[src/design/asf_pkg.sv]
// Shared types and constants for the audio sample FIFO.
// Self-contained; imported by every other file of the block.
package asf_pkg;

  localparam int DEFAULT_SLOT_COUNT = 7;
  localparam int DATA_W = 32;
  localparam int SAMPLE_W = 16;
  localparam int FILL_W = 3;
  localparam int THRESH_W = 3;
  localparam logic [THRESH_W-1:0] THRESH_RESET = 3'd3;

  typedef enum logic [1:0] {
    ACT_PUSH_BYTES = 2'd0,
    ACT_PUSH_HALF  = 2'd1,
    ACT_POP        = 2'd2,
    ACT_CLEAR      = 2'd3
  } action_t;

  typedef struct packed {
    action_t             action;
    logic [DATA_W-1:0]   packed_data;
  } asf_in_t;

  typedef struct packed {
    logic signed [SAMPLE_W-1:0] sample;
    logic                       refill_request;
    logic [DATA_W-1:0]          tail_word;
    logic [FILL_W-1:0]          fill_level;
  } asf_out_t;

  // Both words of one slot: high bytes and low bytes of four lanes.
  typedef struct packed {
    logic [DATA_W-1:0] hi;
    logic [DATA_W-1:0] lo;
  } slot_words_t;

  // Per-item result fields worked out by the control unit.
  typedef struct packed {
    logic signed [SAMPLE_W-1:0] sample;
    logic                       refill_request;
    logic [FILL_W-1:0]          fill_level;
  } step_result_t;

endpackage

[src/design/asf_store.sv]
// Slot storage of the audio sample FIFO: two 32-bit words per slot.
// Depends on asf_pkg. One write port, two registered read ports with write forwarding.
module asf_store #(
  parameter int SLOT_COUNT = asf_pkg::DEFAULT_SLOT_COUNT,
  parameter int IDX_W = $clog2(SLOT_COUNT)
) (
  input  logic                      clk,
  input  logic                      rst,
  input  logic                      wr_en,
  input  logic [IDX_W-1:0]          wr_addr,
  input  asf_pkg::slot_words_t      wr_words,
  input  logic [IDX_W-1:0]          rd_addr_a,
  input  logic [IDX_W-1:0]          rd_addr_b,
  output asf_pkg::slot_words_t      rd_a,
  output asf_pkg::slot_words_t      rd_b
);
  import asf_pkg::*;

  logic [DATA_W-1:0] hi_mem [SLOT_COUNT];
  logic [DATA_W-1:0] lo_mem [SLOT_COUNT];
  logic [SLOT_COUNT-1:0] slot_valid;

  always_ff @(posedge clk) begin
    if (wr_en) begin
      hi_mem[wr_addr] <= wr_words.hi;
      lo_mem[wr_addr] <= wr_words.lo;
    end
  end

  // A slot never written since reset reads as zero.
  always_ff @(posedge clk) begin
    if (rst) begin
      slot_valid <= '0;
    end else if (wr_en) begin
      slot_valid[wr_addr] <= 1'b1;
    end
  end

  always_ff @(posedge clk) begin
    if (rst) begin
      rd_a <= '0;
      rd_b <= '0;
    end else begin
      if (wr_en && (wr_addr == rd_addr_a)) begin
        rd_a <= wr_words;
      end else if (slot_valid[rd_addr_a]) begin
        rd_a <= '{hi: hi_mem[rd_addr_a], lo: lo_mem[rd_addr_a]};
      end else begin
        rd_a <= '0;
      end
      if (wr_en && (wr_addr == rd_addr_b)) begin
        rd_b <= wr_words;
      end else if (slot_valid[rd_addr_b]) begin
        rd_b <= '{hi: hi_mem[rd_addr_b], lo: lo_mem[rd_addr_b]};
      end else begin
        rd_b <= '0;
      end
    end
  end

endmodule

[src/design/asf_ctrl.sv]
// Pointer state and per-item step logic of the audio sample FIFO.
// Depends on asf_pkg; works on the registered slot words from asf_store.
module asf_ctrl #(
  parameter int SLOT_COUNT = asf_pkg::DEFAULT_SLOT_COUNT,
  parameter int IDX_W = $clog2(SLOT_COUNT)
) (
  input  logic                           clk,
  input  logic                           rst,
  input  logic                           step,
  input  asf_pkg::asf_in_t               item,
  input  logic [asf_pkg::THRESH_W-1:0]   threshold,
  input  asf_pkg::slot_words_t           rd_head,
  input  asf_pkg::slot_words_t           rd_tail,
  output logic                           wr_en,
  output logic [IDX_W-1:0]               wr_addr,
  output asf_pkg::slot_words_t           wr_words,
  output logic [IDX_W-1:0]               rd_addr_head,
  output logic [IDX_W-1:0]               rd_addr_tail,
  output asf_pkg::step_result_t          result
);
  import asf_pkg::*;

  localparam int OCC_W = $clog2(SLOT_COUNT + 1);
  localparam int SUM_W = OCC_W + 1;
  localparam int CMP_W = (OCC_W > THRESH_W) ? OCC_W : THRESH_W;
  localparam logic [IDX_W-1:0] LAST_SLOT = IDX_W'(SLOT_COUNT - 1);
  localparam logic [OCC_W-1:0] FULL = OCC_W'(SLOT_COUNT);

  logic [IDX_W-1:0] head, head_next;
  logic [OCC_W-1:0] occ, occ_next;
  logic [1:0]       lane, lane_next;
  logic             upper, upper_next;
  logic [15:0]      half_hi, half_lo;
  logic [7:0]       byte_hi, byte_lo;

  // Head plus count, folded back into the slot range (sum stays below twice the depth).
  function automatic logic [IDX_W-1:0] wrap_add(input logic [IDX_W-1:0] base,
                                                 input logic [OCC_W-1:0] count);
    logic [SUM_W-1:0] s;
    s = SUM_W'(base) + SUM_W'(count);
    if (s >= SUM_W'(SLOT_COUNT)) begin
      s = s - SUM_W'(SLOT_COUNT);
    end
    return s[IDX_W-1:0];
  endfunction

  function automatic logic [7:0] lane_byte(input logic [DATA_W-1:0] w, input logic [1:0] l);
    logic [7:0] b;
    case (l)
      2'd0:    b = w[7:0];
      2'd1:    b = w[15:8];
      2'd2:    b = w[23:16];
      2'd3:    b = w[31:24];
      default: b = w[7:0];
    endcase
    return b;
  endfunction

  always_ff @(posedge clk) begin
    if (rst) begin
      head  <= '0;
      occ   <= '0;
      lane  <= '0;
      upper <= 1'b0;
    end else begin
      head  <= head_next;
      occ   <= occ_next;
      lane  <= lane_next;
      upper <= upper_next;
    end
  end

  // Halfword push: high bytes of both samples go to the high word, low bytes to the low word.
  assign half_hi = {item.packed_data[31:24], item.packed_data[15:8]};
  assign half_lo = {item.packed_data[23:16], item.packed_data[7:0]};
  assign byte_hi = lane_byte(rd_head.hi, lane);
  assign byte_lo = lane_byte(rd_head.lo, lane);

  assign wr_addr = wrap_add(head, occ);

  always_comb begin
    head_next  = head;
    occ_next   = occ;
    lane_next  = lane;
    upper_next = upper;
    wr_en      = 1'b0;
    wr_words   = rd_tail;
    result.sample = '0;
    result.refill_request = 1'b0;
    if (step) begin
      case (item.action)
        ACT_PUSH_BYTES: begin
          wr_en       = 1'b1;
          wr_words.hi = item.packed_data;
          wr_words.lo = '0;
          upper_next  = 1'b0;
          if (occ != FULL) begin
            occ_next = occ + 1'b1;
          end
        end
        ACT_PUSH_HALF: begin
          wr_en = 1'b1;
          if (upper) begin
            wr_words.hi = {rd_tail.hi[31:16], half_hi};
            wr_words.lo = {rd_tail.lo[31:16], half_lo};
            upper_next  = 1'b0;
          end else begin
            wr_words.hi = {half_hi, rd_tail.hi[15:0]};
            wr_words.lo = {half_lo, rd_tail.lo[15:0]};
            upper_next  = 1'b1;
            if (occ != FULL) begin
              occ_next = occ + 1'b1;
            end
          end
        end
        ACT_POP: begin
          if (occ == '0) begin
            result.refill_request = 1'b1;
          end else begin
            result.sample = $signed({byte_hi, byte_lo});
            lane_next = lane + 2'd1;
            if (lane == 2'd3) begin
              head_next = (head == LAST_SLOT) ? '0 : head + 1'b1;
              occ_next  = occ - 1'b1;
            end
            result.refill_request = (CMP_W'(occ_next) <= CMP_W'(threshold));
          end
        end
        ACT_CLEAR: begin
          occ_next  = '0;
          lane_next = '0;
        end
        default: begin
          occ_next = occ;
        end
      endcase
    end
    result.fill_level = FILL_W'(occ_next);
  end

  // Reads are aimed at the slots the state will point at after this edge.
  assign rd_addr_head = head_next;
  assign rd_addr_tail = wrap_add(head_next, occ_next);

endmodule

[src/design/audio_sample_fifo.sv]
// Top level of the audio sample FIFO: input register, result register, threshold register.
// Depends on asf_pkg, asf_store and asf_ctrl.
//
//  channel   signals                          direction  transfer when
//  ------    -------------------------------  ---------  ---------------------------
//  input     in_valid, in_stall, in_data      in         in_valid && !in_stall
//  result    out_valid, out_stall, out_data   out        out_valid && !out_stall
//  config    cfg_we, cfg_wdata                in         cfg_we (no wait)
//
// Each item is registered on its input transfer and worked when it commits, which a stalled
// result can delay; its result is written to the result register on that commit. One item
// can enter every cycle while the result is not stalled: the limit is the single
// read-modify-write of the tail slot per cycle in the slot store.
// Reset (rst, synchronous) empties the FIFO and sets the refill threshold to 3; slot
// contents read as zero until written, so no clearing pass is needed.
// A stalled result holds the item register, which in turn raises in_stall.
module audio_sample_fifo #(
  parameter int SLOT_COUNT = asf_pkg::DEFAULT_SLOT_COUNT
) (
  input  logic                           clk,
  input  logic                           rst,
  input  logic                           in_valid,
  output logic                           in_stall,
  input  asf_pkg::asf_in_t               in_data,
  output logic                           out_valid,
  input  logic                           out_stall,
  output asf_pkg::asf_out_t              out_data,
  input  logic                           cfg_we,
  input  logic [asf_pkg::THRESH_W-1:0]   cfg_wdata
);
  import asf_pkg::*;

  localparam int IDX_W = $clog2(SLOT_COUNT);

  logic [THRESH_W-1:0] threshold;
  asf_in_t             item_q;
  logic                item_valid;
  step_result_t        res_q;
  step_result_t        step_res;
  logic                commit;
  logic                in_xfer;

  logic                wr_en;
  logic [IDX_W-1:0]    wr_addr;
  slot_words_t         wr_words;
  logic [IDX_W-1:0]    rd_addr_head;
  logic [IDX_W-1:0]    rd_addr_tail;
  slot_words_t         rd_head;
  slot_words_t         rd_tail;

  // The held item commits when the result register is free or is being emptied.
  assign commit   = item_valid && (!out_valid || !out_stall);
  assign in_stall = item_valid && !commit;
  assign in_xfer  = in_valid && !in_stall;

  always_ff @(posedge clk) begin
    if (rst) begin
      threshold <= THRESH_RESET;
    end else if (cfg_we) begin
      threshold <= cfg_wdata;
    end
  end

  always_ff @(posedge clk) begin
    if (rst) begin
      item_valid <= 1'b0;
    end else if (in_xfer) begin
      item_valid <= 1'b1;
    end else if (commit) begin
      item_valid <= 1'b0;
    end
  end

  always_ff @(posedge clk) begin
    if (in_xfer) begin
      item_q <= in_data;
    end
  end

  always_ff @(posedge clk) begin
    if (rst) begin
      out_valid <= 1'b0;
    end else if (commit) begin
      out_valid <= 1'b1;
    end else if (!out_stall) begin
      out_valid <= 1'b0;
    end
  end

  always_ff @(posedge clk) begin
    if (commit) begin
      res_q <= step_res;
    end
  end

  asf_ctrl #(
    .SLOT_COUNT (SLOT_COUNT),
    .IDX_W      (IDX_W)
  ) u_ctrl (
    .clk          (clk),
    .rst          (rst),
    .step         (commit),
    .item         (item_q),
    .threshold    (threshold),
    .rd_head      (rd_head),
    .rd_tail      (rd_tail),
    .wr_en        (wr_en),
    .wr_addr      (wr_addr),
    .wr_words     (wr_words),
    .rd_addr_head (rd_addr_head),
    .rd_addr_tail (rd_addr_tail),
    .result       (step_res)
  );

  asf_store #(
    .SLOT_COUNT (SLOT_COUNT),
    .IDX_W      (IDX_W)
  ) u_store (
    .clk       (clk),
    .rst       (rst),
    .wr_en     (wr_en),
    .wr_addr   (wr_addr),
    .wr_words  (wr_words),
    .rd_addr_a (rd_addr_head),
    .rd_addr_b (rd_addr_tail),
    .rd_a      (rd_head),
    .rd_b      (rd_tail)
  );

  // The tail read register always holds the tail slot of the committed state, which is
  // exactly the state left by the item in the result register; it only moves on a commit.
  assign out_data.sample         = res_q.sample;
  assign out_data.refill_request = res_q.refill_request;
  assign out_data.tail_word      = rd_tail.hi;
  assign out_data.fill_level     = res_q.fill_level;

endmodule
[config.mk]
export PLATFORM = sky130hd
export DESIGN_NAME = audio_sample_fifo
export DESIGN_NICKNAME = d
export VERILOG_FILES = /design/src/design/asf_pkg.sv /design/src/design/asf_store.sv /design/src/design/asf_ctrl.sv /design/src/design/audio_sample_fifo.sv
export SDC_FILE = /design/constraint.sdc
export NUM_CORES = 1
export LEC_CHECK = 0
export BUFFER_PORTS_ARGS = -buffer_cell sky130_fd_sc_hd__buf_2
export CAP_MARGIN = 30
export CELL_PAD_IN_SITES_DETAIL_PLACEMENT = 0
export CELL_PAD_IN_SITES_GLOBAL_PLACEMENT = 2
export CORE_ASPECT_RATIO = 2
export CORE_MARGIN = 10
export CORE_UTILIZATION = 42
export CTS_CLUSTER_DIAMETER = 60
export CTS_CLUSTER_SIZE = 40
export DETAILED_ROUTE_END_ITERATION = 6
export MAX_ROUTING_LAYER = met4
export PLACE_DENSITY = 0.84
export SYNTH_ARGS = -nofsm -noshare
export SYNTH_HDL_FRONTEND = slang
export SYNTH_SLANG_ARGS = --single-unit
[constraint.sdc]
create_clock -name clk -period 9.9 [get_ports clk]
set_input_delay 0.99 -clock clk [delete_from_list [all_inputs] [get_ports clk]]
set_output_delay 0.99 -clock clk [all_outputs]
set_load 0.02 [all_outputs]
==> reports/qor.csv, run 1 <==
stage,metric,value,unit
placed_design,placed cell area,30500,µm²
clock_network,clock slew at reported path FFs,120,ps
pwr,Pwr Density,162,nW/µm²
global_routing,largest net degree at the start of global routing,161,
floorplan,total core area,68900,µm²
pwr,Worst VDD drop,0.000158,V
clock_network,CTS tree,yes,
setup_path,Critical Path AT,7210,ps
clock_network,Max clock buf depth,3,
flow_run,max cap viols,0,
yosys,synth unique cells,62,
global_routing,initial antenna violation count,2,
drt,Iter 0 DRT Violations,2339,
placed_design,PortBufs,95,
clock_network,CTS resizes,0,
finish,area of the multi-input gates,9900,µm²
finish,nets,2668,
timing,setup TNS,0,ps
yosys,number of flops mapped to enable cells by yosys,502,
clock_network,H-tree depth,1,
setup_path,critical path type,flip-flop to flip-flop,
floorplan,num ports,96,
status,outcome,"complete, no violations",
global_routing,GRT overflow,0,
clock_network,Post-CTS Setup Repair Bufs,0,
timing,min Tclk post-route,6620,ps
finish,"commonest cells after routing, fill and taps aside","nand2_1 (525), edfxtp_1 (502), a21oi_1 (323)",
setup_path,Worst Setup Start Kind,flip-flop,
setup_path,Worst EP required,10490,ps
timing,Min Hold Slack,484,ps
timing,Final Max Tran Viols,0,
timing,unrepaired setup endpoints after global routing,no,
drt,DR WL/cell,29.2,µm
floorplan,Initial Util,0.425,
finish,"commonest non-fill, non-tap cell in the layout",nand2_1,
global_routing,number of global-route vias before repair,22300,
yosys,cell area after synthesis,29300,µm²
timing,highest clock rate,151,MHz
timing,Final Setup Violations,0,
finish,ratio of cells with drive above 1 in the final layout,0.108,
pwr,Overall Power,5.13,mW
yosys,sequential-to-total area share from yosys stat,0.617,
clock_network,CTS buffer count,31,
floorplan,num rows,136,
clock_network,hold_buf cts,0,
timing,worst-margin pin slew,1100,ps
yosys,Post-Syn Nets,2709,
clock_network,Clk Tree Root Cell,clkbuf_16,
floorplan,die area,81300,µm²
drt,vias per cell,6.32,
finish,"Core Util, Final",0.459,
yosys,Mapped Cells,2647,
timing,post-route setup slack,3280,ps
drt,Final ANT Viol Nets,0,
finish,fin cells,3527,
pwr,Pleak,11.5,nW
placed_design,"worst slack, placed",2850,ps
finish,fillcell total,6229,
floorplan,Die Ht,393,µm
min_path,Hold Crit Class,primary input to flip-flop,
finish,P&R area growth vs syn,8.20,%
yosys,Yosys reg bits,651,
timing,fin crit share,0.669,
timing,clk_skew,40.0,ps
yosys,Synth Flop Type,edfxtp_1,
global_routing,first-pass GRT wire length,148000,µm
drt,Pre-Repair DR Iteration Count,6,
yosys,Mean Syn Cell Area,11.1,µm²
drt,routed via count,22300,
setup_path,Critical Path Sink Type,flip-flop,
setup_path,CP max FO,62,
yosys,asr flop ratio synth,0,
timing,slew margin rel.,0.270,
drt,DRC,0,
drt,DRT Wirelength,103000,µm
placed_design,Placer Congestion,0.886,
yosys,Ys Warns,0,
clock_network,total clock sinks,651,
clock_network,Clock Latency Late Sink,680,ps
global_routing,gr usage total,0.253,
placed_design,DP HPWL,62400,µm
finish,n_diodes,0,
placed_design,placed insts,3469,
finish,FF+latch area,18100,µm²
finish,"Design Area, Final",31700,µm²
timing,final hold vios,0,
floorplan,Die X,207,µm
-- logic make-up after synthesis --
family / synth area share
AO/OA/AOI/OAI: 0.161
XOR/XNOR: 0.00359
adder cells (fa/ha/maj): 0.00906
buffers and inverters: 0.0501
flip-flops: 0.617
multiplexers: 0.0533
AND/OR/NAND/NOR: 0.106
-- area by class of cell --
type | count | share of cell area
Timing Repair Buffer | 158 | 0.0332
Sequential cell | 651 | 0.570
Clock buffer | 34 | 0.0255
Inverter | 104 | 0.0125
Clock inverter | 23 | 0.0104
Tap cell | 897 | 0.0354
Multi-Input combinational cell | 1660 | 0.313
-- layer usage --
| layer | part of all wire | track usage |
|---|---|---|
| met1 | 0.37 | 0.287 |
| met2 | 0.51 | 0.425 |
| met3 | 0.070 | 0.0285 |
| met4 | 0.057 | 0.138 |
| met5 | 0 | - |
-- registers in the layout, indices dropped and copies added, names as in the netlist --
signal / count
item_q: 34
item_valid: 1
out_data: 20
out_valid: 1
threshold: 3
u_ctrl.head: 3
u_ctrl.lane: 2
u_ctrl.occ: 3
u_ctrl.upper: 1
u_store.hi_mem: 224
u_store.lo_mem: 224
u_store.rd_a: 64
u_store.rd_b: 64
u_store.slot_valid: 7
-- power by group --
part	total (mW)	internal (mW)	switching (mW)
clock	1.66	0.661	0.995
combinational	0.427	0.129	0.298
sequential	3.05	3.00	0.0455
total	5.13	3.79	1.34
-- synthesized netlist by cell type (7+ instances only) --
library cell,instances,share of area
nand2_1,527,0.068
edfxtp_1,502,0.52
a21oi_1,324,0.055
nor2_1,160,0.021
o22ai_1,158,0.034
clkbuf_1,153,0.020
dfxtp_1,149,0.10
inv_1,103,0.013
mux2i_1,69,0.024
a2111oi_0,65,0.019
a22oi_1,48,0.012
a311oi_1,40,0.012
mux4_2,37,0.028
a31oi_1,34,0.0073
buf_4,32,0.0082
o21ai_0,29,0.0050
nand3_1,27,0.0046
buf_2,26,0.0044
ha_1,18,0.0077
a222oi_1,16,0.0055
buf_1,14,0.0018
nor2b_1,13,0.0028
nand2b_1,11,0.0024
buf_6,7,0.0027
xnor2_1,7,0.0021
-- final timing paths --
kind	cells after the start	slack [ps]	startpoint	to
min reg2reg	2	510	u_store.slot_valid[3]	u_store.slot_valid[3]
max reg2reg	18	3280	u_ctrl.occ[1]	u_store.rd_b[5]
min	1	480	in_data[3]	item_q[3]
max	18	3280	u_ctrl.occ[1]	u_store.rd_b[5]
-- critical path, cell delays in order (launching register included) --
cell	delay (ps)
dfxtp_1	540
inv_1	120
ha_1	210
nand2b_1	280
and4_1	470
mux2i_4	130
inv_6	460
ha_1	340
inv_1	90
fa_1	620
xnor2_1	440
o2bb2ai_2	310
mux2i_4	300
buf_4	370
xor2_1	110
nor4_1	470
nand2_2	570
buf_4	470
o22ai_1	190
No activity file was read; power rests on OpenSTA's default activity.
==> run 2, diff against run 1 <==
==> constraint.sdc (replaced) <==
create_clock -name clk -period 6.8 [get_ports clk]
set_input_delay 0.68 -clock clk [delete_from_list [all_inputs] [get_ports clk]]
set_output_delay 0.68 -clock clk [all_outputs]
set_load 0.02 [all_outputs]
==> run 2 against run 1 <==
Net effect: the run now ends with DRC left; utilization up 0.32 points; register-to-register slack worse by 2800 ps; die area unchanged; worst hold slack worse by 300 ps; worst setup slack worse by 2800 ps.
==> reports/qor.csv, run 2 (synthesis results as in run 1) <==
stage,metric,value,unit
floorplan,total core area,68900,µm²
drt,DR WL/cell,29.0,µm
pwr,internal cell power,5.57,mW
setup_path,reg2reg start,u_ctrl.occ[1],
placed_design,placed insts,3470,
drt,Pre-Repair DR Iteration Count,7,
min_path,Hold Crit Class,primary input to flip-flop,
finish,P&R area growth vs syn,8.96,%
pwr,clock power share,0.331,
setup_path,Worst Setup Start Kind,flip-flop,
clock_network,CTS buffer count,30,
timing,Final Setup Violations,0,
setup_path,Worst EP required,7330,ps
status,failing checks,DRC,
floorplan,die area,81300,µm²
placed_design,PortBufs,95,
clock_network,hold_buf cts,0,
pwr,combinational share of power,0.082,
clock_network,H-tree depth,1,
global_routing,gr usage total,0.252,
setup_path,CP max FO,46,
clock_network,CTS resizes,0,
drt,DRT Wirelength,102000,µm
timing,unrepaired setup endpoints after global routing,no,
timing,clk_skew,29.5,ps
clock_network,clock slew at reported path FFs,120,ps
floorplan,num ports,96,
global_routing,number of global-route vias before repair,22600,
pwr,NetSw,1.99,mW
setup_path,CP Cell Sequence,inv_1 -> ha_1 -> nand2b_1 -> and4_1 -> buf_4 -> nand3_1 -> nand2b_1 -> inv_1 -> fa_1 -> inv_1 -> ha_1 -> o2bb2ai_2 -> mux2i_4 -> xor2_1 -> nor4_1 -> or4b_4 -> buf_4 -> o22ai_1,
floorplan,num rows,136,
timing,slew margin rel.,0.213,
timing,final hold vios,0,
status,outcome,"complete, but fails checks",
finish,nets,2667,
clock_network,total clock sinks,651,
finish,"Design Area, Final",31900,µm²
floorplan,Die X,207,µm
setup_path,CP most frequent cell,inv_1,
timing,min Tclk post-route,6290,ps
flow_run,max cap viols,0,
clock_network,Post-CTS Setup Repair Bufs,0,
floorplan,Die Ht,393,µm
setup_path,CP peak stage delay,820,ps
setup_path,reg2reg end,u_store.rd_b[12],
drt,DRC,1,
setup_path,critical path type,flip-flop to flip-flop,
pwr,Pwr Density,237,nW/µm²
drt,Final ANT Viol Nets,0,
placed_design,Placer Congestion,0.900,
finish,n_diodes,0,
pwr,switching portion of total power,0.263,
pwr,Worst VDD drop,0.000286,V
drt,vias per cell,6.35,
setup_path,crit-path leading delay family,simple AND/OR/NAND/NOR gates,
finish,"commonest non-fill, non-tap cell in the layout",nand2_1,
finish,"commonest cells after routing, fill and taps aside","nand2_1 (526), edfxtp_1 (502), a21oi_1 (323)",
setup_path,Worst path slowest cell,or4b_4,
setup_path,Worst Path Buf+Inv,5,
setup_path,Reg2Reg Depth,18,
clock_network,CTS tree,yes,
clock_network,Max clock buf depth,3,
timing,fin crit share,0.925,
setup_path,Register-to-Register Setup Slack,510,ps
global_routing,largest net degree at the start of global routing,152,
finish,"Core Util, Final",0.463,
pwr,share of power burned in registers,0.587,
setup_path,Critical Path Sink Type,flip-flop,
setup_path,crit path to,u_store.rd_b[12],
drt,Iter 0 DRT Violations,2350,
placed_design,placed cell area,30700,µm²
timing,Min Hold Slack,186,ps
finish,fin cells,3526,
drt,routed via count,22400,
global_routing,GRT overflow,0,
placed_design,DP HPWL,60900,µm
clock_network,Clk Tree Root Cell,clkbuf_16,
setup_path,Critical Path AT,6820,ps
timing,highest clock rate,159,MHz
global_routing,first-pass GRT wire length,148000,µm
finish,Largest regs,"u_store.hi_mem x224, u_store.lo_mem x224",
floorplan,Initial Util,0.425,
timing,setup TNS,0,ps
pwr,Pleak,11.6,nW
finish,ratio of cells with drive above 1 in the final layout,0.108,
timing,Final Max Tran Viols,0,
clock_network,Clock Latency Late Sink,670,ps
global_routing,initial antenna violation count,1,
setup_path,Worst Setup SP,u_ctrl.occ[1],
setup_path,critical path depth in cells,18,
timing,worst-margin pin slew,1180,ps
[run 2: area by class of cell]
class,instances,area [µm²]
Clock inverter,23,384
Tap cell,897,1120
Inverter,104,395
Sequential cell,651,18100
Clock buffer,33,826
Multi-Input combinational cell,1660,9920
Timing Repair Buffer,158,1180
Fill cell,6262,37000
[run 2: routing by layer]
metal,up-vias,share of wire,global-route usage,wire length [µm]
met5,-,0,-,0
li1,9648,-,-,-
met2,1230,0.51,0.429,52000
met1,11200,0.36,0.288,37100
met3,265,0.077,0.0259,7870
met4,0,0.052,0.124,5300
[run 2: power groups by stage]
| stage | combinational [mW] | sequential (mW) | clock (mW) |
|---|---|---|---|
| 2_1_floorplan | 0.397 | 4.49 | 0 |
| 3_3_place_gp | 0.600 | 4.52 | 0 |
| 3_5_place_dp | 0.616 | 4.52 | 0 |
| 4_1_cts | 0.618 | 4.43 | 2.54 |
| 5_1_grt | 0.665 | 4.44 | 2.67 |
| 6_report | 0.622 | 4.43 | 2.50 |
[run 2: worst min-delay path by stage]
stage                 start           end  slack [ps]  cells after the start
3_3_place_gp   threshold[0]  threshold[0]         470                      2
5_1_grt          in_data[2]     item_q[2]         160                      1
2_1_floorplan  threshold[0]  threshold[0]         450                      2
3_5_place_dp   threshold[0]  threshold[0]         480                      2
6_report        in_data[22]    item_q[22]         190                      1
4_1_cts         in_data[22]    item_q[22]         160                      1
[run 2: worst reg2reg max path: cells and delay by family (launching register included)]
| kind | cells | cell delay (ps) |
|---|---|---|
| AOI/OAI and AO/OA | 2 | 440 |
| xor gates and xnor gates | 1 | 130 |
| adders and majority gates | 3 | 1100 |
| buffers and inverters | 5 | 1030 |
| DFF | 1 | 480 |
| muxes | 1 | 610 |
| and+or+nand+nor | 6 | 2350 |
[run 2: per-stage QoR]
step	total power, mW	setup slack, ps
floorplan	4.89	1150
global placement	5.12	173
detailed placement	5.14	206
CTS	7.58	574
global route	7.77	204
finish	7.56	509
==> run 3, diff against run 2 <==
--- a/config.mk
+++ b/config.mk
@@ -5,18 +5,19 @@
 export SDC_FILE = /design/constraint.sdc
 export NUM_CORES = 1
 export LEC_CHECK = 0
+export ABC_AREA = 1
 export BUFFER_PORTS_ARGS = -buffer_cell sky130_fd_sc_hd__buf_2
 export CAP_MARGIN = 30
 export CELL_PAD_IN_SITES_DETAIL_PLACEMENT = 0
 export CELL_PAD_IN_SITES_GLOBAL_PLACEMENT = 2
 export CORE_ASPECT_RATIO = 2
 export CORE_MARGIN = 10
-export CORE_UTILIZATION = 42
+export CORE_UTILIZATION = 39
 export CTS_CLUSTER_DIAMETER = 60
 export CTS_CLUSTER_SIZE = 40
 export DETAILED_ROUTE_END_ITERATION = 6
 export MAX_ROUTING_LAYER = met4
-export PLACE_DENSITY = 0.84
+export PLACE_DENSITY = 0.86
 export SYNTH_ARGS = -nofsm -noshare
 export SYNTH_HDL_FRONTEND = slang
 export SYNTH_SLANG_ARGS = --single-unit
==> run 3 against run 2 <==
Net effect: the run now ends clean; area after synthesis up 16%; power up 8.6%; global-route usage up 2.7 points; via count up 34%; routed wire length up 37%; flip-flop and latch count unchanged; critical path depth up 8; worst setup slack better by 590 ps; first-iteration DRC count up 31%; register-to-register slack better by 590 ps; clock skew up 7.9 ps; sequential share of layout area down 7.1 points; largest power group unchanged; highest routed layer unchanged.
==> reports/qor.csv, run 3 <==
stage,metric,value,unit
setup_path,CP max FO,92,
global_routing,gr usage total,0.278,
clock_network,total clock sinks,651,
yosys,Ys Warns,0,
timing,final hold vios,0,
placed_design,placed cell area,35100,µm²
clock_network,Clock Latency Late Sink,620,ps
finish,"Design Area, Final",36400,µm²
yosys,most frequent cell after synthesis,nand2_1,
yosys,largest cells by area after synthesis,"edfxtp_1 (44%), nand2_1 (13%), nand3_1 (13%)",
clock_network,H-tree depth,2,
setup_path,Critical Path AT,6210,ps
placed_design,Placer Congestion,0.920,
setup_path,crit path to,u_store.rd_b[8],
drt,routed via count,30000,
setup_path,critical path depth in cells,26,
timing,fin crit share,0.838,
yosys,number of flops mapped to enable cells by yosys,502,
finish,nets,4145,
drt,DRT Wirelength,140000,µm
finish,ratio of cells with drive above 1 in the final layout,0.0735,
timing,clk_skew,37.4,ps
clock_network,Max clock buf depth,3,
clock_network,hold_buf cts,0,
placed_design,PortBufs,95,
drt,vias per cell,5.70,
yosys,cell area after synthesis,33900,µm²
global_routing,largest net degree at the start of global routing,127,
timing,Final Setup Violations,0,
setup_path,CP peak stage delay,520,ps
placed_design,"worst slack, placed",971,ps
floorplan,Die X,229,µm
setup_path,crit-path leading delay family,simple AND/OR/NAND/NOR gates,
placed_design,DP HPWL,79700,µm
setup_path,Worst EP required,7310,ps
yosys,synth unique cells,44,
drt,Iter 0 DRT Violations,3072,
timing,min Tclk post-route,5700,ps
finish,Largest regs,"u_store.hi_mem x224, u_store.lo_mem x224",
yosys,commonest cells in the netlist,"nand2_1 (1204), nand3_1 (866), edfxtp_1 (502), inv_1 (456), nor2_1 (235)",
yosys,Mean Syn Cell Area,8.11,µm²
timing,post-route setup slack,1100,ps
floorplan,num ports,96,
floorplan,Initial Util,0.391,
pwr,Worst VDD drop,0.000215,V
floorplan,total core area,86700,µm²
yosys,top cell type's share of synthesized area,0.444,
setup_path,Critical Path Sink Type,flip-flop,
drt,Final ANT Viol Nets,0,
global_routing,GRT overflow,0,
setup_path,Worst Path Buf+Inv,5,
setup_path,Register-to-Register Setup Slack,1100,ps
clock_network,Clk Tree Root Cell,clkbuf_16,
yosys,Yosys reg bits,651,
drt,Pre-Repair DR Iteration Count,6,
pwr,Pleak,15.6,nW
yosys,Synth Flop Type,edfxtp_1,
global_routing,first-pass GRT wire length,201000,µm
drt,DR WL/cell,26.5,µm
timing,worst-margin pin slew,1200,ps
setup_path,reg2reg end,u_store.rd_b[8],
finish,"commonest cells after routing, fill and taps aside","nand2_1 (1199), nand3_1 (866), edfxtp_1 (502)",
yosys,Post-Syn Nets,4246,
clock_network,Post-CTS Setup Repair Bufs,0,
setup_path,Worst Setup SP,u_ctrl.occ[0],
floorplan,die area,99900,µm²
yosys,asr flop ratio synth,0,
setup_path,CP most frequent cell,nand2_1,
timing,unrepaired setup endpoints after global routing,no,
finish,P&R area growth vs syn,7.38,%
pwr,Pwr Density,225,nW/µm²
floorplan,num rows,153,
flow_run,max cap viols,0,
setup_path,Worst path slowest cell,nand2_4,
clock_network,CTS resizes,0,
timing,Final Max Tran Viols,0,
yosys,cell accounting for the most synthesized area,edfxtp_1,
drt,DRC,0,
setup_path,critical path type,flip-flop to flip-flop,
setup_path,reg2reg start,u_ctrl.occ[0],
yosys,sequential-to-total area share from yosys stat,0.532,
timing,highest clock rate,176,MHz
global_routing,initial antenna violation count,3,
setup_path,Reg2Reg Depth,26,
finish,"commonest non-fill, non-tap cell in the layout",nand2_1,
status,outcome,"complete, no violations",
setup_path,Worst Setup Start Kind,flip-flop,
min_path,hold depth,1,
yosys,Mapped Cells,4184,
clock_network,CTS tree,yes,
clock_network,clock slew at reported path FFs,110,ps
clock_network,CTS buffer count,36,
timing,slew margin rel.,0.190,
timing,setup TNS,0,ps
min_path,Hold Crit Class,primary input to flip-flop,
global_routing,number of global-route vias before repair,29600,
floorplan,Die Ht,437,µm
run 3: cell types whose count changed after synthesis, moves of 108 or more:
cell     delta
nand3_1   +839
nand2_1   +677
inv_1     +353
a21oi_1   -218
o22ai_1   -144
buf_2     +108
run 3: through the flow:
stage | power, mW | hold WS, ps | util | cells
6_report | 8.21 | 233 | 0.420 | 5274
5_1_grt | 8.46 | 214 | 0.420 | 5272
4_1_cts | 8.23 | 200 | 0.420 | 5269
3_5_place_dp | 5.61 | 466 | 0.405 | 5205
3_3_place_gp | 5.60 | 450 | 0.404 | 5197
2_1_floorplan | 5.21 | 435 | - | 4184
run 3: cells by family (layout without fill, tap and decap cells):
logic type,count (synthesis),in the layout,share of synthesized area
compound gates,314,314,0.0494
simple gates,2403,2403,0.306
xor+xnor,4,4,0.00103
other cells,0,3,0
fa+ha+maj,20,20,0.00782
flops,651,651,0.532
buf+inv,792,717,0.103
run 3: worst min path at each step:
stage,from,to
6_report,in_data[19],item_q[19]
5_1_grt,in_data[5],item_q[5]
4_1_cts,in_data[5],item_q[5]
3_5_place_dp,u_store.slot_valid[6],u_store.slot_valid[6]
3_3_place_gp,u_store.slot_valid[6],u_store.slot_valid[6]
2_1_floorplan,threshold[0],threshold[0]
run 3: routing by layer:
| metal | global-route usage | vias to the layer above | wire, µm |
|---|---|---|---|
| li1 | - | 13500 | - |
| met3 | 0.0316 | 479 | 10200 |
| met2 | 0.484 | 1532 | 70700 |
| met5 | - | - | 0 |
| met4 | 0.175 | 0 | 9590 |
| met1 | 0.299 | 14500 | 49200 |
run 3: area by class of cell:
cell class | count | area, µm²
Clock buffer | 42 | 987
Tap cell | 1162 | 1450
Inverter | 467 | 1770
Multi-Input combinational cell | 2741 | 12600
Antenna cell | 3 | 7.51
Sequential cell | 651 | 18100
Timing Repair Buffer | 186 | 1320
Fill cell | 8756 | 50300
Clock inverter | 22 | 269
run 3: where the power goes:
part	switching (mW)	total, mW	leakage [nW]	internal [mW]
sequential	0.0656	4.48	5.89	4.41
clock	1.51	2.68	0.618	1.17
combinational	0.776	1.05	9.10	0.274
total	2.35	8.21	15.6	5.86
